## src/rtl/core/anem_pkg.sv

```systemverilog
// Package for the anemometer pulse period and phase block.
// Holds widths, reset values, status codes and register decode constants.
// No dependencies.
`timescale 1ns / 1ps

package anem_pkg;

    localparam int TIME_WIDTH_DEF = 32;
    localparam int IN_TIME_WIDTH  = 32;
    localparam int PERIOD_WIDTH   = 32;
    localparam int ANGLE_WIDTH    = 9;
    localparam int DEB_WIDTH      = 20;
    localparam int ADDR_WIDTH     = 3;
    localparam int DATA_WIDTH     = 32;

    localparam logic [DEB_WIDTH-1:0] DEB_RESET = 20'd20000;

    // Word select on paddr[2]; the only register sits at word 0.
    localparam logic REG_DEBOUNCE = 1'b0;

    typedef enum logic [1:0] {
        OP_SPEED   = 2'd0,
        OP_DIR     = 2'd1,
        OP_MEASURE = 2'd2,
        OP_NONE    = 2'd3
    } op_t;

    typedef enum logic [2:0] {
        ST_OK        = 3'd0,
        ST_BAD_SPEED = 3'd1,
        ST_BAD_DIR   = 3'd2,
        ST_BAD_ORDER = 3'd3,
        ST_NO_ANGLE  = 3'd4
    } status_t;

endpackage

```

## src/rtl/core/anemometer_pulse_period_and_phase.sv

```systemverilog
// Top level of the anemometer pulse period and phase block.
// Depends on anem_pkg for widths, status codes and the debounce reset value.
// Holds the sequencer, timestamp state and one shared add/subtract unit.
`timescale 1ns / 1ps

// Usage
// - Input channel (in_valid/in_stall, fields op and time_us): op 0 is a speed
//   reed pulse, op 1 a direction reed pulse, op 2 a measure request; op 3 is
//   ignored. A transfer happens when in_valid is high and in_stall is low.
// - Output channel (out_valid/out_stall): one transfer per measure request
//   carrying status, period_us and angle_deg. Pulses produce no output.
// - All work runs through a single add/subtract/compare unit stepped by a
//   small sequencer, so in_stall is high while an item is in progress.
//   A pulse takes a distance step and a debounce compare. A measure runs
//   speed, direction and order checks, period, lag and a lag compare, a
//   multiply by 360 in 3 shift-add steps, 9 restoring divide steps and an
//   emit step that loads the output register. A failing check ends it early.
// - The output register parts the two sides: a new item is taken while a
//   result is still waiting. When the receiver stalls and a second result is
//   ready, the sequencer holds in its emit step until the slot frees.
// - Reset clears all timestamps to zero, loads the 20000 us debounce and
//   drops any pending output. The debounce register is written over APB.
module anemometer_pulse_period_and_phase
    import anem_pkg::*;
#(
    parameter int TIME_WIDTH = TIME_WIDTH_DEF
) (
    input  logic                     clk,
    input  logic                     rst_n,
    // input channel
    input  logic                     in_valid,
    output logic                     in_stall,
    input  logic [1:0]               op,
    input  logic [IN_TIME_WIDTH-1:0] time_us,
    // output channel
    output logic                     out_valid,
    input  logic                     out_stall,
    output logic [2:0]               status,
    output logic [PERIOD_WIDTH-1:0]  period_us,
    output logic [ANGLE_WIDTH-1:0]   angle_deg,
    // configuration port
    input  logic                     psel,
    input  logic                     penable,
    input  logic                     pwrite,
    input  logic [ADDR_WIDTH-1:0]    paddr,
    input  logic [DATA_WIDTH-1:0]    pwdata,
    output logic [DATA_WIDTH-1:0]    prdata,
    output logic                     pready
);

    // Unit width: lag * 360 needs TIME_WIDTH + 9 bits.
    localparam int UW = TIME_WIDTH + ANGLE_WIDTH;
    localparam int CW = $clog2(ANGLE_WIDTH);
    localparam logic [CW-1:0] DIV_LAST = CW'(ANGLE_WIDTH - 1);

    typedef enum logic [4:0] {
        S_IDLE,
        S_PULSE_DIFF,
        S_PULSE_CMP,
        S_SPD_DIFF,
        S_SPD_DEB,
        S_DIR_DIFF,
        S_DIR_DEB,
        S_ORD_HEAD,
        S_ORD_TAIL,
        S_PERIOD,
        S_LAG,
        S_LAG_CMP,
        S_MUL_A,
        S_MUL_B,
        S_MUL_C,
        S_DIV,
        S_EMIT
    } state_t;

    // control and architectural state (reset)
    state_t                  state_reg, state_next;
    logic                    out_valid_reg, out_valid_next;
    status_t                 out_status_reg, out_status_next;
    logic [PERIOD_WIDTH-1:0] out_period_reg, out_period_next;
    logic [ANGLE_WIDTH-1:0]  out_angle_reg, out_angle_next;
    logic [DEB_WIDTH-1:0]    deb_reg, deb_next;
    logic [CW-1:0]           cnt_reg, cnt_next;
    logic [TIME_WIDTH-1:0]   spd_time_reg, spd_time_next;
    logic [TIME_WIDTH-1:0]   spd_prev_reg, spd_prev_next;
    logic [TIME_WIDTH-1:0]   snap_time_reg, snap_time_next;
    logic [TIME_WIDTH-1:0]   snap_prev_reg, snap_prev_next;
    logic [TIME_WIDTH-1:0]   dir_time_reg, dir_time_next;
    logic [TIME_WIDTH-1:0]   dir_prev_reg, dir_prev_next;
    logic [TIME_WIDTH-1:0]   spd_acc_reg, spd_acc_next;
    logic [TIME_WIDTH-1:0]   dir_acc_reg, dir_acc_next;

    // working registers (no reset)
    logic                    is_dir_reg, is_dir_next;
    status_t                 st_reg, st_next;
    logic [TIME_WIDTH-1:0]   now_reg, now_next;
    logic [TIME_WIDTH-1:0]   diff_reg, diff_next;
    logic [TIME_WIDTH-1:0]   ds_reg, ds_next;
    logic [TIME_WIDTH-1:0]   dd_reg, dd_next;
    logic [TIME_WIDTH-1:0]   lag_head_reg, lag_head_next;
    logic [TIME_WIDTH-1:0]   lag_tail_reg, lag_tail_next;
    logic [TIME_WIDTH-1:0]   period_reg, period_next;
    logic [TIME_WIDTH-1:0]   lag_reg, lag_next;
    logic [UW-1:0]           acc_reg, acc_next;
    logic [TIME_WIDTH-1:0]   rem_reg, rem_next;
    logic [ANGLE_WIDTH-1:0]  low_reg, low_next;
    logic [ANGLE_WIDTH-1:0]  quo_reg, quo_next;

    // shared unit
    logic [UW-1:0] ua, ub;
    logic          usub;
    logic [UW:0]   ufull;
    logic [UW-1:0] ures;
    logic          ucarry;
    logic          ures_zero;

    logic in_xfer, out_free, cfg_write, any_zero;

    assign in_xfer   = in_valid && !in_stall;
    assign out_free  = !out_valid_reg || !out_stall;
    assign cfg_write = psel && penable && pwrite && pready;

    assign in_stall  = (state_reg != S_IDLE);
    assign out_valid = out_valid_reg;
    assign status    = out_status_reg;
    assign period_us = out_period_reg;
    assign angle_deg = out_angle_reg;
    assign pready    = 1'b1;
    assign prdata    = (paddr[2] == REG_DEBOUNCE) ? DATA_WIDTH'(deb_reg) : '0;

    // One adder: a + b, or a - b with carry high meaning a >= b.
    assign ufull     = {1'b0, ua} + {1'b0, (usub ? ~ub : ub)} + (UW+1)'(usub);
    assign ures      = ufull[UW-1:0];
    assign ucarry    = ufull[UW];
    assign ures_zero = (ures == '0);

    assign any_zero = (dir_time_reg == '0) || (dir_prev_reg == '0) ||
                      (snap_time_reg == '0) || (snap_prev_reg == '0);

    always_comb
    begin
        state_next      = state_reg;
        out_valid_next  = out_valid_reg && out_stall;
        out_status_next = out_status_reg;
        out_period_next = out_period_reg;
        out_angle_next  = out_angle_reg;
        deb_next        = deb_reg;
        cnt_next        = cnt_reg;
        spd_time_next   = spd_time_reg;
        spd_prev_next   = spd_prev_reg;
        snap_time_next  = snap_time_reg;
        snap_prev_next  = snap_prev_reg;
        dir_time_next   = dir_time_reg;
        dir_prev_next   = dir_prev_reg;
        spd_acc_next    = spd_acc_reg;
        dir_acc_next    = dir_acc_reg;
        is_dir_next     = is_dir_reg;
        st_next         = st_reg;
        now_next        = now_reg;
        diff_next       = diff_reg;
        ds_next         = ds_reg;
        dd_next         = dd_reg;
        lag_head_next   = lag_head_reg;
        lag_tail_next   = lag_tail_reg;
        period_next     = period_reg;
        lag_next        = lag_reg;
        acc_next        = acc_reg;
        rem_next        = rem_reg;
        low_next        = low_reg;
        quo_next        = quo_reg;
        ua              = '0;
        ub              = '0;
        usub            = 1'b1;

        if (cfg_write && paddr[2] == REG_DEBOUNCE)
        begin
            deb_next = pwdata[DEB_WIDTH-1:0];
        end

        unique case (state_reg)
            S_IDLE:
            begin
                if (in_xfer)
                begin
                    now_next    = TIME_WIDTH'(time_us);
                    is_dir_next = (op == OP_DIR);
                    unique case (op_t'(op))
                        OP_SPEED, OP_DIR: state_next = S_PULSE_DIFF;
                        OP_MEASURE:       state_next = S_SPD_DIFF;
                        OP_NONE:          state_next = S_IDLE;
                    endcase
                end
            end
            S_PULSE_DIFF:
            begin
                // wrapping distance from the last accepted pulse
                ua         = UW'(now_reg);
                ub         = UW'(is_dir_reg ? dir_acc_reg : spd_acc_reg);
                diff_next  = ures[TIME_WIDTH-1:0];
                state_next = S_PULSE_CMP;
            end
            S_PULSE_CMP:
            begin
                // accept when debounce < distance
                ua = UW'(deb_reg);
                ub = UW'(diff_reg);
                if (!ucarry)
                begin
                    if (is_dir_reg)
                    begin
                        dir_prev_next  = dir_time_reg;
                        dir_time_next  = now_reg;
                        snap_prev_next = spd_prev_reg;
                        snap_time_next = spd_time_reg;
                        dir_acc_next   = now_reg;
                    end
                    else
                    begin
                        spd_prev_next = spd_time_reg;
                        spd_time_next = now_reg;
                        spd_acc_next  = now_reg;
                    end
                end
                state_next = S_IDLE;
            end
            S_SPD_DIFF:
            begin
                ua      = UW'(snap_time_reg);
                ub      = UW'(snap_prev_reg);
                ds_next = ures[TIME_WIDTH-1:0];
                if (!ucarry || ures_zero)
                begin
                    st_next    = ST_BAD_SPEED;
                    state_next = S_EMIT;
                end
                else
                begin
                    state_next = S_SPD_DEB;
                end
            end
            S_SPD_DEB:
            begin
                ua = UW'(ds_reg);
                ub = UW'(deb_reg);
                if (!ucarry)
                begin
                    st_next    = ST_BAD_SPEED;
                    state_next = S_EMIT;
                end
                else
                begin
                    state_next = S_DIR_DIFF;
                end
            end
            S_DIR_DIFF:
            begin
                ua      = UW'(dir_time_reg);
                ub      = UW'(dir_prev_reg);
                dd_next = ures[TIME_WIDTH-1:0];
                if (!ucarry || ures_zero)
                begin
                    st_next    = ST_BAD_DIR;
                    state_next = S_EMIT;
                end
                else
                begin
                    state_next = S_DIR_DEB;
                end
            end
            S_DIR_DEB:
            begin
                ua = UW'(dd_reg);
                ub = UW'(deb_reg);
                if (!ucarry)
                begin
                    st_next    = ST_BAD_DIR;
                    state_next = S_EMIT;
                end
                else
                begin
                    state_next = S_ORD_HEAD;
                end
            end
            S_ORD_HEAD:
            begin
                // direction pulse must trail the earlier speed pulse
                ua            = UW'(dir_prev_reg);
                ub            = UW'(snap_prev_reg);
                lag_head_next = ures[TIME_WIDTH-1:0];
                if (any_zero || !ucarry || ures_zero)
                begin
                    st_next    = ST_BAD_ORDER;
                    state_next = S_EMIT;
                end
                else
                begin
                    state_next = S_ORD_TAIL;
                end
            end
            S_ORD_TAIL:
            begin
                ua            = UW'(dir_time_reg);
                ub            = UW'(snap_time_reg);
                lag_tail_next = ures[TIME_WIDTH-1:0];
                if (!ucarry)
                begin
                    st_next    = ST_BAD_ORDER;
                    state_next = S_EMIT;
                end
                else
                begin
                    state_next = S_PERIOD;
                end
            end
            S_PERIOD:
            begin
                // mean of the two intervals from the full-width sum
                usub        = 1'b0;
                ua          = UW'(ds_reg);
                ub          = UW'(dd_reg);
                period_next = ures[TIME_WIDTH:1];
                state_next  = S_LAG;
            end
            S_LAG:
            begin
                usub       = 1'b0;
                ua         = UW'(lag_head_reg);
                ub         = UW'(lag_tail_reg);
                lag_next   = ures[TIME_WIDTH:1];
                state_next = S_LAG_CMP;
            end
            S_LAG_CMP:
            begin
                ua = UW'(lag_reg);
                ub = UW'(period_reg);
                if (lag_reg == '0 || ucarry)
                begin
                    st_next    = ST_NO_ANGLE;
                    state_next = S_EMIT;
                end
                else
                begin
                    state_next = S_MUL_A;
                end
            end
            // lag * 360 = lag * (256 + 64 + 32 + 8)
            S_MUL_A:
            begin
                usub       = 1'b0;
                ua         = UW'(lag_reg) << 8;
                ub         = UW'(lag_reg) << 6;
                acc_next   = ures;
                state_next = S_MUL_B;
            end
            S_MUL_B:
            begin
                usub       = 1'b0;
                ua         = acc_reg;
                ub         = UW'(lag_reg) << 5;
                acc_next   = ures;
                state_next = S_MUL_C;
            end
            S_MUL_C:
            begin
                // quotient fits 9 bits, so start with the top of the product
                usub       = 1'b0;
                ua         = acc_reg;
                ub         = UW'(lag_reg) << 3;
                rem_next   = ures[UW-1:ANGLE_WIDTH];
                low_next   = ures[ANGLE_WIDTH-1:0];
                quo_next   = '0;
                cnt_next   = '0;
                state_next = S_DIV;
            end
            S_DIV:
            begin
                // restoring divide, one quotient bit per step
                ua       = UW'({rem_reg, low_reg[ANGLE_WIDTH-1]});
                ub       = UW'(period_reg);
                low_next = low_reg << 1;
                quo_next = {quo_reg[ANGLE_WIDTH-2:0], ucarry};
                if (ucarry)
                begin
                    rem_next = ures[TIME_WIDTH-1:0];
                end
                else
                begin
                    rem_next = {rem_reg[TIME_WIDTH-2:0], low_reg[ANGLE_WIDTH-1]};
                end
                cnt_next = cnt_reg + 1'b1;
                if (cnt_reg == DIV_LAST)
                begin
                    st_next    = ST_OK;
                    state_next = S_EMIT;
                end
            end
            S_EMIT:
            begin
                // hold until the output slot is free
                if (out_free)
                begin
                    out_valid_next  = 1'b1;
                    out_status_next = st_reg;
                    out_period_next = (st_reg == ST_OK || st_reg == ST_NO_ANGLE) ?
                                      PERIOD_WIDTH'(period_reg) : '0;
                    out_angle_next  = (st_reg == ST_OK) ? quo_reg : '0;
                    state_next      = S_IDLE;
                end
            end
            default:
            begin
                state_next = S_IDLE;
            end
        endcase
    end

    always_ff @(posedge clk or negedge rst_n)
    begin
        if (!rst_n)
        begin
            state_reg      <= S_IDLE;
            out_valid_reg  <= 1'b0;
            out_status_reg <= ST_OK;
            out_period_reg <= '0;
            out_angle_reg  <= '0;
            deb_reg        <= DEB_RESET;
            cnt_reg        <= '0;
            spd_time_reg   <= '0;
            spd_prev_reg   <= '0;
            snap_time_reg  <= '0;
            snap_prev_reg  <= '0;
            dir_time_reg   <= '0;
            dir_prev_reg   <= '0;
            spd_acc_reg    <= '0;
            dir_acc_reg    <= '0;
        end
        else
        begin
            state_reg      <= state_next;
            out_valid_reg  <= out_valid_next;
            out_status_reg <= out_status_next;
            out_period_reg <= out_period_next;
            out_angle_reg  <= out_angle_next;
            deb_reg        <= deb_next;
            cnt_reg        <= cnt_next;
            spd_time_reg   <= spd_time_next;
            spd_prev_reg   <= spd_prev_next;
            snap_time_reg  <= snap_time_next;
            snap_prev_reg  <= snap_prev_next;
            dir_time_reg   <= dir_time_next;
            dir_prev_reg   <= dir_prev_next;
            spd_acc_reg    <= spd_acc_next;
            dir_acc_reg    <= dir_acc_next;
        end
    end

    always_ff @(posedge clk)
    begin
        is_dir_reg   <= is_dir_next;
        st_reg       <= st_next;
        now_reg      <= now_next;
        diff_reg     <= diff_next;
        ds_reg       <= ds_next;
        dd_reg       <= dd_next;
        lag_head_reg <= lag_head_next;
        lag_tail_reg <= lag_tail_next;
        period_reg   <= period_next;
        lag_reg      <= lag_next;
        acc_reg      <= acc_next;
        rem_reg      <= rem_next;
        low_reg      <= low_next;
        quo_reg      <= quo_next;
    end

endmodule
```

## config.mk

```make
export PLATFORM = sky130hd
export DESIGN_NAME = anemometer_pulse_period_and_phase
export DESIGN_NICKNAME = d
export VERILOG_FILES = /design/src/rtl/core/anem_pkg.sv /design/src/rtl/core/anemometer_pulse_period_and_phase.sv
export SDC_FILE = /design/constraint.sdc
export NUM_CORES = 1
export LEC_CHECK = 0
export ABC_AREA = 1
export BUFFER_PORTS_ARGS = -buffer_cell sky130_fd_sc_hd__buf_2
export CELL_PAD_IN_SITES_DETAIL_PLACEMENT = 1
export CELL_PAD_IN_SITES_GLOBAL_PLACEMENT = 1
export CORE_UTILIZATION = 45
export DETAILED_ROUTE_END_ITERATION = 6
export HOLD_SLACK_MARGIN = 0.06
export PLACE_DENSITY_LB_ADDON = 0.1
export SLEW_MARGIN = 10
export SYNTH_ARGS = -nofsm -noshare
export SYNTH_HDL_FRONTEND = slang
export SYNTH_SLANG_ARGS = --single-unit
```

## constraint.sdc

```tcl
create_clock -name clk -period 6.4 [get_ports clk]
set_input_delay 0.32 -clock clk [delete_from_list [all_inputs] [get_ports clk]]
set_output_delay 0.32 -clock clk [all_outputs]
set_load 0.005 [all_outputs]
```

==> results of run 1 <==
## worst max-delay path, delay by kind of cell (launching register included)
| family | cells | cell delay (ps) |
|---|---|---|
| adders and majority gates | 1 | 290 |
| buffers and inverters | 4 | 740 |
| and+or+nand+nor | 12 | 1950 |
| DFF | 1 | 450 |
| AOI/OAI and AO/OA | 6 | 1890 |
| xor gates and xnor gates | 1 | 550 |
## cell usage in the layout (no fill, tap or decap), types with 13 or more instances in the layout
master	synthesis	final
sky130_fd_sc_hd__dfrtp_1	261	261
sky130_fd_sc_hd__a21oi_1	96	94
sky130_fd_sc_hd__o21ai_1	26	27
sky130_fd_sc_hd__nor2_1	235	227
sky130_fd_sc_hd__conb_1	2	13
sky130_fd_sc_hd__ha_1	42	42
sky130_fd_sc_hd__nand4_1	42	42
sky130_fd_sc_hd__o21ai_0	272	271
sky130_fd_sc_hd__xor2_1	38	38
sky130_fd_sc_hd__edfxtp_1	351	351
sky130_fd_sc_hd__a31oi_1	21	21
sky130_fd_sc_hd__nor4_1	28	28
sky130_fd_sc_hd__a221oi_1	115	115
sky130_fd_sc_hd__o22ai_1	94	94
sky130_fd_sc_hd__buf_4	21	181
sky130_fd_sc_hd__clkbuf_8	0	13
sky130_fd_sc_hd__o2111ai_1	25	25
sky130_fd_sc_hd__nor3_1	15	15
sky130_fd_sc_hd__buf_2	12	126
sky130_fd_sc_hd__inv_1	378	375
sky130_fd_sc_hd__nand3_1	146	146
sky130_fd_sc_hd__nand2_1	778	776
sky130_fd_sc_hd__dlygate4sd3_1	0	54
sky130_fd_sc_hd__a22oi_1	33	33
sky130_fd_sc_hd__clkbuf_1	111	17
sky130_fd_sc_hd__clkinv_2	0	13
sky130_fd_sc_hd__clkbuf_16	0	72
## worst max-delay path by stage
stage / to / slack, ps
floorplan: st_reg[0] / 910
finish: st_reg[1] / 250
CTS: st_reg[1] / 220
global route: st_reg[1] / 3
global placement: st_reg[2] / 290
detailed placement: st_reg[1] / 290
## metal layers
layer	vias to the layer above	GRT usage, %	share of wire [%]
met5	-	0	0.021
met4	4	23.1	7.2
met3	374	4.82	6.9
met2	1419	63.2	47
met1	13801	48.5	39
li1	11894	-	-
## kinds of logic (layout without fill, tap and decap cells)
kind of cell               Yosys count  count (layout)  share of synthesized area (%)
and+or+nand+nor                   1275            1276                           17.5
DFF                                617             617                           57.0
adders and majority gates           43              43                           1.81
buffers and inverters              552             894                           7.22
other                                2              13                         0.0249
AOI/OAI and AO/OA                  735             735                           15.3
xor gates and xnor gates            41              41                           1.19
## what timing repair did
item	in CTS	in global routing
endpoints found under the hold margin	144	0
setup buffers	0	2
gates resized for setup	0	12
hold buffers	54	0
endpoints found under the setup margin	0	4
## through the flow
stage	std cells	cell area [sq um]
after floorplan	3276	30200
after global placement	4297	32900
after detailed placement	4297	32900
after CTS	4480	35800
after global routing	4483	35800
final	4483	35800
## area by class of cell
class	count	share of cell area, %
well taps	864	3.02
clock inverters	27	0.856
flip-flops and latches	617	48.0
inverters	392	4.12
clock buffers	102	5.71
repair buffers	373	7.69
multi-input cells	2108	30.6
==> PnR_summary.wiki, run 1 <==
{| class="wikitable"
! Metric !! Value
|-
| Result of the run || finished with violations
|-
| Violated checks || design-rule violations
|-
| Cell with the most instances on the worst path || sky130_fd_sc_hd__nand2_1
|-
| Endpoint with the worst hold slack || deb_reg[9]
|-
| Critical path class || flip-flop to flip-flop
|-
| Post-synth EDFFs || 351
|-
| Hold Path Origin || pwrite
|-
| RD Place Congestion || 0.968
|-
| Area enclosed by the die boundary || 0.0682 sq mm
|-
| Area growth syn-to-layout || 18.6%
|-
| Post-synthesis area per instance || 9.25 sq um
|-
| Startpoint of the worst register-to-register path || state_reg[4]
|-
| Antenna Nets Post-Route || 0
|-
| Width of the die || 261 microns
|-
| Pre-antenna DRT Iters || 7
|-
| Cells traversed along the worst timing path || inv_2 -> nand3_2 -> nor2_4 -> clkinv_1 -> o21ai_0 -> a221oi_1 -> nand4_1 -> ha_1 -> a21oi_1 -> o21ai_0 -> a21oi_1 -> nor2_1 -> nor2_1 -> inv_1 -> a221oi_1 -> nand2_1 -> xor2_1 -> nor2_1 -> nand3_1 -> nand2_1 -> nand2_1 -> nand3_1 -> nand2_1 -> inv_1
|-
| Post-detailed-route DRC marker count || 9
|-
| Clock tree root driver cell || sky130_fd_sc_hd__clkbuf_16
|-
| Via Count || 27492
|-
| Clock latency on the worst-skew pair || 640 ps
|-
| Worst Hold Slack || 146 ps
|-
| Max Slew Vio Count || 0
|-
| Critical Path Fanout Max || 9
|-
| Cells taking the most area after synthesis || sky130_fd_sc_hd__edfxtp_1, sky130_fd_sc_hd__dfrtp_1, sky130_fd_sc_hd__nand2_1
|-
| Data required time of the worst path || 6770 ps
|-
| Top cells by count, synth || sky130_fd_sc_hd__nand2_1, sky130_fd_sc_hd__inv_1, sky130_fd_sc_hd__edfxtp_1
|-
| Endpoint of the worst register-to-register path || st_reg[1]
|-
| Top-area cell type share of the netlist area || 34.9%
|-
| Stage delay of the slowest cell on the critical path || 690 ps
|-
| Max_cap viols || 0
|-
| CTS buffer count || 70
|-
| Final clock skew || 33.5 ps
|-
| Final nets || 3681
|-
| Kind of launch point of the worst setup path || flip-flop
|-
| Relative slew slack || 19.4%
|-
| Number of endpoints failing setup at the final stage || 0
|-
| Setup TNS || 0 ps
|-
| Largest net degree at the start of global routing || 176
|-
| Area of all sequential standard cells || around 0.017 sq mm
|-
| Distinct cells, synth || 56
|-
| Transition time at the pin with the least slew margin || 1210 ps
|-
| IO Count || approximately 160
|-
| Post-Synthesis Cells || between 3000 and 4000
|-
| Mapped cell area || a little over 0.03 sq mm
|-
| H-tree Lvls || 3
|-
| Starting DRC count in detailed routing || between 3000 and 4000
|-
| Initial antenna violation count || 3
|-
| Final worst-path cycle share || 96.0%
|-
| Type of destination of the critical path || flip-flop
|-
| Area of the core region || around 0.066 sq mm
|-
| Sinks on the clock net || between 600 and 700
|-
| Vias in the first global route || 28105
|-
| Number of flip-flops and latches in the synthesized netlist || 617
|-
| Commonest register cell after synthesis || sky130_fd_sc_hd__edfxtp_1
|-
| Least setup slack across all paths after layout || 255 ps
|-
| Initial Util || between 40% and 50%
|-
| Total global-route track usage || 38.4%
|-
| CTS tree || built
|-
| Final Hold Fails || 0
|-
| Antenna diodes || 0
|-
| Filler Cells Inserted || 7492
|-
| Vertical die dimension || between 200 and 300 microns
|-
| Area of the multi-input gates || 0.0110 sq mm
|-
| Fraction of final layout cells with drive strength greater than 1 || 13.1%
|-
| Async S/R FF share, synth || 43.1%
|-
| Placed wire-length estimate || between 90000 and 100000 microns
|-
| Final core utilization || 54.2%
|-
| Buffers from clock root to sink, at most || 3
|-
| Worst min-delay path class || input port to flip-flop
|-
| IO Port Bufs || 127
|-
| Most used standard cell by instance count after synthesis || sky130_fd_sc_hd__nand2_1
|-
| Critical path arrival || 6520 ps
|-
| Slowest stage cell, crit path || sky130_fd_sc_hd__o21ai_0
|-
| Clock transition time at the flip-flop clock pins of the worst setup and hold paths || 60 ps
|-
| Global-route wire length before repair || 189000 microns
|-
| Part of the Yosys area used for sequential elements || 57.0%
|-
| Minimum setup slack among reg-to-reg paths || 250 ps
|-
| Setup repair after global routing missed its margin || false
|-
| Flip-flop count of the largest register after layout || 41
|-
| Yosys top cell by area || sky130_fd_sc_hd__edfxtp_1
|-
| Total number of yosys warnings || 0
|-
| Worst reg-to-reg path cell count || 24
|-
| Count of standard-cell rows || 94
|-
| Pre-CTS worst setup slack || 287 ps
|-
| Total detailed-routing wirelength || about 130000 microns
|-
| Upper clock frequency limit || 163 MHz
|-
| Mean routed wirelength per cell || ~29 microns
|-
| WHS Path Cells || 3
|-
| Beginning of the critical path || state_reg[4]
|-
| Average via count per standard cell || 6.13
|-
| Overflow left after global routing || 0
|-
| Min Tclk post-route || just over 6000 ps
|}
Power of run 1 is not shown: default switching activity piles up to over one toggle a cycle in this logic, so the estimate is an artifact.
==> run 2, diff against run 1 <==
==> constraint.sdc (replaced) <==
create_clock -name clk -period 6.4 [get_ports clk]
set_input_delay 0.96 -clock clk [delete_from_list [all_inputs] [get_ports clk]]
set_output_delay 0.96 -clock clk [all_outputs]
set_load 0.005 [all_outputs]
==> PnR_summary.wiki, run 2 (synthesis results as in run 1) <==
{| class="wikitable"
! Metric !! Value
|-
| Setup TNS || 0 ps (unchanged)
|-
| Pre-antenna DRT Iters || 7 (unchanged)
|-
| Max_cap viols || 0 (unchanged)
|-
| Max Slew Vio Count || 0 (unchanged)
|-
| Area of the multi-input gates || 0.0110 sq mm (about the same)
|-
| Largest net degree at the start of global routing || 176 (unchanged)
|-
| Vias in the first global route || 27672 (was 28105)
|-
| Most common cell after layout, fill and taps aside || sky130_fd_sc_hd__nand2_1 (unchanged)
|-
| Global-route wire length before repair || 185000 microns (was 189000 microns)
|-
| Violated checks || design-rule violations (unchanged)
|-
| Upper clock frequency limit || 166 MHz (was 163 MHz)
|-
| Sinks on the clock net || 617 (unchanged)
|-
| Overflow left after global routing || 0 (unchanged)
|-
| Worst min-delay path class || input port to asynchronous set/reset pin (was input port to flip-flop)
|-
| IO Port Bufs || 127 (unchanged)
|-
| Final Hold Fails || 0 (unchanged)
|-
| Cell with the most instances on the worst path || sky130_fd_sc_hd__nand2_1 (unchanged)
|-
| Relative slew slack || 20.6% (was 19.4%)
|-
| Critical path class || flip-flop to flip-flop (unchanged)
|-
| CTS buffer count || 70 (unchanged)
|-
| Transition time at the pin with the least slew margin || 1190 ps (was 1210 ps)
|-
| Via Count || 27064 (was 27492)
|-
| Width of the die || 261 microns (unchanged)
|-
| Vertical die dimension || 261 microns (unchanged)
|-
| Beginning of the critical path || state_reg[4] (unchanged)
|-
| Result of the run || finished with violations (unchanged)
|-
| Final worst-path cycle share || 94.0% (was 96.0%)
|-
| Slowest stage cell, crit path || sky130_fd_sc_hd__nor2_4 (was sky130_fd_sc_hd__o21ai_0)
|-
| Most frequent cells in the layout || sky130_fd_sc_hd__nand2_1, sky130_fd_sc_hd__inv_1, sky130_fd_sc_hd__edfxtp_1 (unchanged)
|-
| Average via count per standard cell || 6.11 (was 6.13)
|-
| Critical path arrival || 6340 ps (was 6520 ps)
|-
| Data required time of the worst path || 6730 ps (was 6770 ps)
|-
| Area growth syn-to-layout || 17.3% (was 18.6%)
|-
| Least setup slack across all paths after layout || 387 ps (was 255 ps)
|-
| Mean routed wirelength per cell || 29.0 microns (about the same)
|-
| Clock transition time at the flip-flop clock pins of the worst setup and hold paths || 70 ps (was 60 ps)
|-
| Placed wire-length estimate || 96400 microns (was 96800 microns)
|-
| Buffers from clock root to sink, at most || 3 (unchanged)
|-
| Clock tree root driver cell || sky130_fd_sc_hd__clkbuf_16 (unchanged)
|-
| Critical Path Fanout Max || 10 (was 9)
|-
| Starting DRC count in detailed routing || 2889 (was 3040)
|-
| Antenna diodes || 0 (unchanged)
|-
| Final clock skew || 35.8 ps (was 33.5 ps)
|-
| Stage delay of the slowest cell on the critical path || 540 ps (was 690 ps)
|-
| Kind of launch point of the worst setup path || flip-flop (unchanged)
|-
| Area of the core region || 0.0661 sq mm (unchanged)
|-
| Post-detailed-route DRC marker count || 9 (unchanged)
|-
| Startpoint of the worst register-to-register path || state_reg[4] (unchanged)
|-
| Setup repair bufs after CTS || 0 (unchanged)
|-
| Flip-flop count of the largest register after layout || 41 (unchanged)
|-
| Area of all sequential standard cells || 0.0172 sq mm (unchanged)
|-
| Setup repair after global routing missed its margin || false (unchanged)
|-
| Min Tclk post-route || 6010 ps (was 6150 ps)
|-
| Number of endpoints failing setup at the final stage || 0 (unchanged)
|-
| Count of standard-cell rows || 94 (unchanged)
|-
| Final nets || 3628 (was 3681)
|-
| Total global-route track usage || 37.7% (was 38.4%)
|-
| Total detailed-routing wirelength || 128000 microns (was 130000 microns)
|-
| RD Place Congestion || 0.989 (was 0.968)
|-
| Antenna Nets Post-Route || 0 (unchanged)
|-
| Clock latency on the worst-skew pair || 640 ps (about the same)
|-
| Type of destination of the critical path || flip-flop (unchanged)
|-
| IO Count || 155 (unchanged)
|-
| H-tree Lvls || 3 (unchanged)
|-
| CTS tree || built (unchanged)
|-
| Pre-CTS worst setup slack || 323 ps (was 287 ps)
|-
| Filler Cells Inserted || 7587 (was 7492)
|-
| Initial antenna violation count || 2 (was 3)
|-
| Fraction of final layout cells with drive strength greater than 1 || 13.5% (was 13.1%)
|-
| Initial Util || 45.7% (unchanged)
|-
| Area enclosed by the die boundary || 0.0682 sq mm (unchanged)
|}
-- run 2: worst paths after layout --
| check | slack, ps | end | depth (start not counted) |
|---|---|---|---|
| worst min register to register | 470 | status[0] | 2 |
| min in group clk | 470 | status[0] | 2 |
| max in group asynchronous | 4440 | spd_acc_reg[24] | 2 |
| worst max register to register | 390 | st_reg[2] | 29 |
| worst max-delay path | 390 | st_reg[2] | 29 |
| worst min-delay path | 380 | spd_prev_reg[30] | 1 |
-- run 2: layout make-up --
type / count / area share [%]
sequential: 617 / 48.6
multi-input combinational: 2107 / 30.9
timing repair buffer: 321 / 6.38
clock buffer: 95 / 5.68
inverter: 392 / 4.18
tap: 864 / 3.05
clock inverter: 35 / 1.22
-- run 2: layer usage --
metal,global-route usage (%),up-vias,wire length (microns)
met5,0,-,18
li1,-,11818,-
met1,46.9,13624,50100
met3,4.80,362,8430
met2,62.5,1258,60600
met4,23.8,2,9310
-- run 2: metrics by stage --
stage | instance area, sq um | hold slack (ps) | utilization (%) | instances
detailed placement | 32900 | 463 | 49.8 | 4301
finish | 35400 | 384 | 53.6 | 4431
floorplan | 30200 | 442 | - | 3276
global placement | 32900 | 453 | 49.8 | 4301
global route | 35400 | 448 | 53.6 | 4431
CTS | 35400 | 412 | 53.5 | 4431
-- run 2: timing repair --
action,4_1_cts,5_1_grt
setup endpoints to repair,0,5
resized for setup,0,14
hold buffers,0,0
-- run 2: critical path, delay by kind of cell, from the launching register on --
kind,cells,cell delay [ps]
simple gates,18,2890
compound gates,4,910
buf+inv,5,890
flops,1,450
fa+ha+maj,1,390
xor+xnor,1,180
Power of run 2 is left out for the same reason.
